## src/hw/rtl/xtea_bd_pkg.sv

```systemverilog
// ----------------------------------------------------------------------------
// xtea_bd_pkg
// shared constants, types and functions of the xtea block decrypt pipeline
// ----------------------------------------------------------------------------
package xtea_bd_pkg;

  localparam int unsigned MaxRoundsDef = 64;
  localparam int unsigned WordW        = 32;
  localparam int unsigned BlockW       = 64;
  localparam int unsigned RndCfgW      = 7;
  localparam int unsigned RndCntW      = 8;
  localparam int unsigned CfgIdxW      = 3;
  localparam int unsigned NumKeys      = 4;

  localparam logic [WordW-1:0] Delta = 32'h9E37_79B9;

  localparam logic [CfgIdxW-1:0] RegKey0   = 3'd0;
  localparam logic [CfgIdxW-1:0] RegKey1   = 3'd1;
  localparam logic [CfgIdxW-1:0] RegKey2   = 3'd2;
  localparam logic [CfgIdxW-1:0] RegKey3   = 3'd3;
  localparam logic [CfgIdxW-1:0] RegRounds = 3'd4;
  localparam logic [CfgIdxW-1:0] RegLittle = 3'd5;

  localparam logic [RndCfgW-1:0] RoundsRst = 7'd32;

  typedef logic [NumKeys-1:0][WordW-1:0] key_t;

  typedef struct packed {
    logic [WordW-1:0] v0;
    logic [WordW-1:0] v1;
    logic [WordW-1:0] sum;
  } blk_t;

  function automatic logic [WordW-1:0] swap32(input logic [WordW-1:0] x);
    swap32 = {x[7:0], x[15:8], x[23:16], x[31:24]};
  endfunction

  function automatic logic [WordW-1:0] mix(input logic [WordW-1:0] v);
    mix = ((v << 4) ^ (v >> 5)) + v;
  endfunction

endpackage

```

## src/hw/rtl/xtea_bd_cell.sv

```systemverilog
// ----------------------------------------------------------------------------
// xtea_bd_cell
// one feistel half-step of the decrypt chain, registered
// ----------------------------------------------------------------------------
module xtea_bd_cell #(
  parameter int unsigned RoundIdx   = 0,
  parameter bit          SecondHalf = 1'b0
) (
  input  logic                                   clk_i,
  input  logic                                   rst_ni,
  input  logic                                   valid_i,
  input  xtea_bd_pkg::blk_t                      data_i,
  input  xtea_bd_pkg::key_t                      key_i,
  input  logic [xtea_bd_pkg::RndCntW-1:0]        rounds_i,
  output logic                                   valid_o,
  output xtea_bd_pkg::blk_t                      data_o
);
  import xtea_bd_pkg::*;

  logic             active;
  logic [1:0]       key_sel;
  logic [WordW-1:0] mixed;
  logic [WordW-1:0] keyed;
  blk_t             data_d;
  blk_t             data_q;
  logic             valid_q;

  assign active  = rounds_i > RndCntW'(RoundIdx);
  assign key_sel = SecondHalf ? data_i.sum[1:0] : data_i.sum[12:11];
  assign mixed   = SecondHalf ? mix(data_i.v1) : mix(data_i.v0);
  assign keyed   = mixed ^ (data_i.sum + key_i[key_sel]);

  always_comb begin
    data_d = data_i;
    if (active) begin
      if (SecondHalf) begin
        data_d.v0 = data_i.v0 - keyed;
      end else begin
        data_d.v1  = data_i.v1 - keyed;
        data_d.sum = data_i.sum - Delta;
      end
    end
  end

  always_ff @(posedge clk_i or negedge rst_ni) begin
    if (!rst_ni) begin
      valid_q <= 1'b0;
    end else begin
      valid_q <= valid_i;
    end
  end

  always_ff @(posedge clk_i) begin
    if (valid_i) begin
      data_q <= data_d;
    end
  end

  assign valid_o = valid_q;
  assign data_o  = data_q;

`ifndef SYNTHESIS
  a_idle_cell_passes: assert property (@(posedge clk_i) disable iff (!rst_ni)
    valid_i && !active |=> data_q == $past(data_i))
    else $error("inactive cell changed the item");

  a_valid_moves_on: assert property (@(posedge clk_i) disable iff (!rst_ni)
    valid_i |=> valid_o)
    else $error("item dropped by cell");

  a_no_valid_from_idle: assert property (@(posedge clk_i) disable iff (!rst_ni)
    !valid_i |=> !valid_o)
    else $error("cell produced an item from nothing");
`endif

endmodule
```

## config.mk

```make
export PLATFORM = sky130hd
export DESIGN_NAME = xtea_bd_cell
export DESIGN_NICKNAME = d
export VERILOG_FILES = /design/src/hw/rtl/xtea_bd_pkg.sv /design/src/hw/rtl/xtea_bd_cell.sv
export SDC_FILE = /design/constraint.sdc
export NUM_CORES = 1
export LEC_CHECK = 0
export BUFFER_PORTS_ARGS = -buffer_cell sky130_fd_sc_hd__buf_2
export CAP_MARGIN = 10
export CORE_UTILIZATION = 52
export DETAILED_ROUTE_END_ITERATION = 10
export PLACE_DENSITY = 0.82
export SYNTH_ARGS = -nofsm -noshare
export SYNTH_HDL_FRONTEND = slang
export SYNTH_SLANG_ARGS = --single-unit
```

## constraint.sdc

```tcl
create_clock -name clk_i -period 0.8 [get_ports clk_i]
set_clock_uncertainty 0.15 [all_clocks]
set_input_delay 0.2 -clock clk_i [delete_from_list [all_inputs] [get_ports clk_i]]
set_output_delay 0.2 -clock clk_i [all_outputs]
set_load 0.02 [all_outputs]
```

==> results of run 1 <==
==> cells in the mapped netlist, types with 21 or more instances <==
cell type	number
nand3_1	23
ha_1	94
xor2_1	62
inv_1	21
nor2_1	53
a21o_1	58
nand2_1	58
edfxtp_1	96
o21ai_0	48
a21oi_1	93
xnor2_1	109
mux4_2	32
==> routing by layer <==
layer	GRT usage [%]	GRT overflow
met5	16.8	0
met4	86.6	65
met3	58.9	0
met2	98.2	79
met1	79.2	4
==> kinds of logic after synthesis <==
kind of cell	synth area share (%)
AO/OA/AOI/OAI	19.5
AND/OR/NAND/NOR	11.8
XOR/XNOR	15.7
adder cells (fa/ha/maj)	12.8
flip-flops	30.2
buffers and inverters	2.17
multiplexers	7.71
==> through the flow <==
step	utilization, %	setup WS, ps
CTS	89.0	-4280
detailed placement	81.3	-4910
global placement	81.3	-4710
floorplan	-	-4590
==> timing repair <==
action | CTS
cloned | 1
hold endpoints to repair | 12
hold buffers | 1
setup endpoints to repair | 161
buffers inserted | 36
resized for setup | 194
pin swaps | 127
==> impl_metrics.toml, run 1 <==
[yosys]
synthCells = 964
syn_area_um2 = 9630
yosys.area.top_type = "edfxtp_1"
synth.top_cell.area_share_pct = 29.9
synth_cell_types = 73
yosys_warnings = 0
ys_seq_elements = 97
synth_seq_area_share_pct = 30.2
ys_async_sr_fraction_pct = 1.03
syn-num-nets = 1296
synth_area_leaders = "edfxtp_1 (30%), ha_1 (12%), xnor2_1 (9.9%)"
ys.flop_type = "edfxtp_1"
avgSynthCellArea_um2 = 9.99
synth_edf_count = 96

[place]
numPortBuffers = 331
globalplace.congestion = 0.968
placed_cells = 1840
place_area_um2 = 14700
dp_hpwl_mm = 29.5

[grt]
grt_use_total_pct = 79.3
antenna_found_initial = 5
grt_overflow_total = 148
grt_max_degree = 38

[outcome]
lastStage = "global routing"
error_line = "[ERROR GRT-0232] Routing congestion too high. Check the congestion heatmap in the GUI."
status = "did not finish"

[floorplan]
dieWidth_um = 138
io_pins = 332
std_cell_rows = 49
die_h_um = 138
start_util_pct = 53.4

[cts]
cts-root-buf = "clkbuf_16"
htreeDepth = 3
clock_path_buffers = 2
cts_sinks = 97
cts_buffers = 9

[timing]
crit_endpoint = "data_o[63]$_DFFE_PP_/D"
endpoint_type = "register data pin"
==> run 2: changes to the inputs <==
Settings changed: CORE_UTILIZATION 52 to 40, PLACE_DENSITY 0.82 to default, PLACE_DENSITY_LB_ADDON from default to 0.15.
==> impl_metrics.toml, run 2 <==
[yosys]
synth_edf_count = 96
synth_seq_area_share_pct = 30.2
syn-num-nets = 1296
ys_seq_elements = 97
yosys_warnings = 0
syn_area_um2 = 9630
avgSynthCellArea_um2 = 9.99
yosysMostFrequentCell = "xnor2_1"
synth.top_cell.area_share_pct = 29.9
yosys.area.top_type = "edfxtp_1"
synth_common_cells = "xnor2_1 (109), edfxtp_1 (96), ha_1 (94)"
ys_async_sr_fraction_pct = 1.03
synth_area_leaders = "edfxtp_1 (30%), ha_1 (12%), xnor2_1 (9.9%)"
synth_cell_types = 73
ys.flop_type = "edfxtp_1"
synthCells = 964

[worst_setup_path]
worst-path-max-fanout = 6
crit_required_ps = 770
crit_chain = "buf_8 -> buf_12 -> mux4_2 -> ha_4 -> and2_4 -> a22o_4 -> or4_4 -> o21ai_4 -> o21ai_2 -> a31o_1 -> and3_4 -> a221oi_2 -> xnor2_1 -> xnor2_1 -> ha_1 -> a21oi_2 -> or3b_4 -> o221ai_4 -> xnor2_2 -> xnor2_1 -> mux2i_1 -> xor2_1"
cp_slowest_cell = "or4_4"
end_kind = "register"
arrival_ps = 5110
startpoint = "data_i[11]"
worst-path-buf-inv = 2
critPathMostFrequentCell = "xnor2_1"
crit_path_start_kind = "input port"
crit_path_max_incr_delay_ps = 530
critPathTopFamily = "simple AND/OR/NAND/NOR gates"
critical_path_class = "input port to register"

[grt]
grt_pass1_wl_mm = 53.8
grt_use_total_pct = 28.7
grt_overflow_total = 0
grt_pass1_vias = 10500
grt_max_degree = 38
antenna_found_initial = 2

[timing]
slew_headroom_pct = 64.5
slew_viol_final = 0
fin_crit_sh_pct = 644
hold_viol = 12
fmax_mhz = 194
worstMarginPinSlew_ps = 528
setup_violations = 161
min_period_ps = 5150
grt_setup_unrepaired = "yes"
setup_slack_ps = -4350
hold-worst-slack_ps = -80.0

[cts]
htreeDepth = 3
cts_hold_buffers = 1
cts-root-buf = "clkbuf_16"
clk_pin_slew_ps = 80
cts_sinks = 97
cts_buffers = 9
cts_tree = "yes"
clock_path_buffers = 2

[cells_and_area]
largest_register_ffs = 96
drive_above_1_share_pct = 60.4
areaGrowthSynthToFinish_pct = 81.4
mostFrequentLayoutCell = "buf_4"
mostFrequentLayoutCells = "buf_4 (351), buf_2 (245), buf_6 (130)"
fin_util_pct = 74.2
stdcell_count = 2018
fillers = 1691
multi_input_area_um2 = 8000
seq_area_um2 = 2910
nNetsFinal = 2025

[power_and_ir_drop]
comb_power_share_pct = 73.2
pwr-share-seq_pct = 17.1
power.leakage_nw = 8.08
p_sw_share_pct = 40.5
power.internal_w = 0.0277
p_clk_share_pct = 9.7
peakVddDrop_mv = 1.64
power_density_nw_per_um2 = 2670
switchingPower_w = 0.0189

[worst_hold_path]
hp-start = "data_i[69]"
hp-class = "input port to register"

[outcome]
failed_checks = "hold timing, setup timing"
status = "finished, violations left"

[detailed_routing]
drt_pass1_iterations = 5
wl_per_cell_um = 18.4
vias = 10600
ant_nets = 0
routed_wl_mm = 37.2
route.detailed.drc = 0
detail_route.iter0.violations = 488
viasPerCell = 5.24

[job]
cap_violations = 0

[floorplan]
start_util_pct = 40.9
die-area_um2 = 24700
core_um2 = 23500
io_pins = 332
die_h_um = 157
dieWidth_um = 157
std_cell_rows = 56

[place]
globalplace.congestion = 0.921
placed_cells = 1945
numPortBuffers = 331
place_ws_ps = -4820
dp_hpwl_mm = 28.1
## run 2: cell counts after synthesis
No cell type changed its count.
## run 2: worst paths after layout
check | end | slack [ps] | cells after the start
min in group asynchronous | valid_o | -20 | 2
setup / recovery | data_o[63] | -4350 | 22
max in group asynchronous | valid_o | 430 | 2
hold / removal | data_o[69] | -80 | 1
## run 2: area by class of cell
cell class / count / share of cell area, %
Antenna cell: 1 / 0.0143
Clock buffer: 9 / 1.29
Clock inverter: 7 / 0.344
Inverter: 21 / 0.573
Multi-Input combinational cell: 817 / 45.8
Sequential cell: 97 / 16.7
Tap cell: 319 / 2.29
Timing Repair Buffer: 747 / 33.0
## run 2: routing by layer
layer  GRT usage, %  vias up  share of wire, %
met5              0        -             0.043
met4           6.89        2               2.5
met3           4.02       69               5.1
met2           50.4      376                49
met1           37.1     4996                43
li1               -     5136                 -
## run 2: cell families after synthesis
logic type | Yosys count | synth area share, %
flip-flops | 97 | 30.2
AND/OR/NAND/NOR | 224 | 11.8
multiplexers | 34 | 7.71
buffers and inverters | 50 | 2.17
adder cells (fa/ha/maj) | 97 | 12.8
AO/OA/AOI/OAI | 290 | 19.5
XOR/XNOR | 172 | 15.7
## run 2: repair_timing
action                     in CTS  in global routing
pin swaps                     105                139
resized for setup             218                204
gates cloned                    5                  0
setup endpoints to repair     161                161
hold endpoints to repair       15                 12
setup buffers                  48                 36
## run 2: power by group through the flow
| stage | sequential, W | clock [W] | combinational (W) |
|---|---|---|---|
| after floorplan | 0.00944 | 0 | 0.0141 |
| after global placement | 0.00783 | 0 | 0.0257 |
| after detailed placement | 0.00785 | 0 | 0.0260 |
| after CTS | 0.00780 | 0.00466 | 0.0300 |
| after global routing | 0.00809 | 0.00477 | 0.0364 |
| final | 0.00796 | 0.00452 | 0.0342 |
## run 2: per-stage QoR
stage | power [W] | hold slack [ps] | setup TNS [ps] | instance area, um2
CTS | 0.0425 | -99.6 | -179750 | 16600
finish | 0.0466 | -80.0 | -179630 | 17500
global placement | 0.0335 | -176 | -191320 | 14900
detailed placement | 0.0339 | -174 | -193600 | 14900
floorplan | 0.0236 | -246 | -127500 | 10300
global route | 0.0493 | -95.2 | -188120 | 17500
Power figures use the tool's default switching activity.
==> run 3: changes to the inputs <==
Settings changed: ABC_CLOCK_PERIOD_IN_PS from default to 5410.
Clock period 0.8 ns to 5.41 ns, I/O delays scaled along.
==> impl_metrics.toml, run 3 (synthesized netlist as in run 2, its figures left out) <==
[outcome]
status = "finished, violations left"
failed_checks = "setup timing"

[place]
placed_cells = 1872
place_area_um2 = 13900
dp_hpwl_mm = 26.1
globalplace.congestion = 0.918
numPortBuffers = 331

[cells_and_area]
final_area_um2 = 15300
mostFrequentLayoutCells = "buf_2 (328), buf_4 (301), edfxtp_1 (96)"
largest_register_ffs = 96
stdcell_count = 1925
nNetsFinal = 1932
fin_util_pct = 65.0
drive_above_1_share_pct = 52.4
areaGrowthSynthToFinish_pct = 58.9
mostFrequentLayoutCell = "buf_2"

[worst_setup_path]
crit_chain = "buf_16 -> mux4_2 -> ha_4 -> and2_4 -> a22o_4 -> or4_4 -> o21ai_4 -> o21ai_2 -> a31o_1 -> and3_4 -> a311o_1 -> xnor2_2 -> xnor2_2 -> ha_1 -> nand2_2 -> nor2_4 -> nand4_1 -> nand3_4 -> o221ai_2 -> xnor2_1 -> xnor2_1 -> mux2i_1 -> xor2_1"
crit_path_max_incr_delay_ps = 530
startpoint = "data_i[11]"
crit_path_start_kind = "input port"
arrival_ps = 6100
cp_slowest_cell = "mux4_2"
critPathTopFamily = "simple AND/OR/NAND/NOR gates"
worst-path-buf-inv = 1
crit_required_ps = 5370
critical_path_class = "input port to register"
worst-path-stages = 23
worst-path-max-fanout = 7
end_kind = "register"

[timing]
slew_headroom_pct = 27.4
grt_setup_unrepaired = "yes"
fmax_mhz = 163
worstMarginPinSlew_ps = 1090
slew_viol_final = 0
min_period_ps = 6140
fin_crit_sh_pct = 113
setup_violations = 16
setup_slack_ps = -728
hold_viol = 0

[floorplan]
io_pins = 332
die-area_um2 = 24700
dieWidth_um = 157
start_util_pct = 40.9
core_um2 = 23500
die_h_um = 157
std_cell_rows = 56

[grt]
grt_pass1_vias = 9749
antenna_found_initial = 1
grt_overflow_total = 0
grt_use_total_pct = 26.1
grt_max_degree = 56
grt_pass1_wl_mm = 49.8

[detailed_routing]
wl_per_cell_um = 17.0
vias = 9896
ant_nets = 0
drt_pass1_iterations = 5
detail_route.iter0.violations = 402
route.detailed.drc = 0
viasPerCell = 5.14
routed_wl_mm = 32.7

[cts]
clock_path_buffers = 2
cts_tree = "yes"
htreeDepth = 3
clk_pin_slew_ps = 80
cts_sinks = 97
cts-root-buf = "clkbuf_16"
cts_buffers = 9

[power_and_ir_drop]
peakVddDrop_mv = 0.187
power_density_nw_per_um2 = 402
power.leakage_nw = 7.20
power_w = 0.00616

[worst_hold_path]
hp-class = "input port to asynchronous set/reset pin"

[job]
cap_violations = 0
## run 3: changes by cell type in the layout (fill, tap and decap cells not counted), sizes merged
cell / delta
clkinv: +1
inv: -2
clkbuf: -1
buf: -88
dlygate4sd3: -1
bufbuf: -3
clkinvlp: +1
## run 3: layout make-up
type	count	area [um2]
antenna	1	2.50
clock buffer	9	225
clock inverter	7	55.1
fill	1948	8240
inverter	21	78.8
multi-input combinational	817	7400
sequential	97	2910
tap	319	399
timing repair buffer	654	4240
## run 3: worst paths after layout
path | end
max in group asynchronous | valid_o
worst min-delay path | valid_o
worst max-delay path | data_o[63]
min in group clk_i | data_o[95]
## run 3: per-stage QoR
step	hold slack (ps)	worst slack, ps	setup TNS [ps]
2_1_floorplan	907	-1130	-5370
3_3_place_gp	976	-1550	-22230
3_5_place_dp	977	-1640	-23560
4_1_cts	588	-707	-4920
5_1_grt	592	-911	-9160
6_report	597	-728	-5580
## run 3: power by group
group / internal, W / switching [W]
clock network: 0.000318 / 0.000337
logic: 0.00223 / 0.00213
registers: 0.00111 / 0.0000363
## run 3: timing repair
| item | CTS | global route |
|---|---|---|
| resized for setup | 86 | 71 |
| cloned | 1 | 0 |
| buffers inserted | 27 | 11 |
| endpoints found under the setup margin | 20 | 20 |
| hold buffers | 0 | 0 |
| pin swaps | 64 | 70 |
## run 3: layer usage
metal,GRT usage [%],vias to the layer above,wire length (um)
met2,43.8,326,15400
met3,3.36,49,1720
met1,35.5,4589,15000
li1,-,4932,-
met5,0,-,0
met4,6.15,0,685
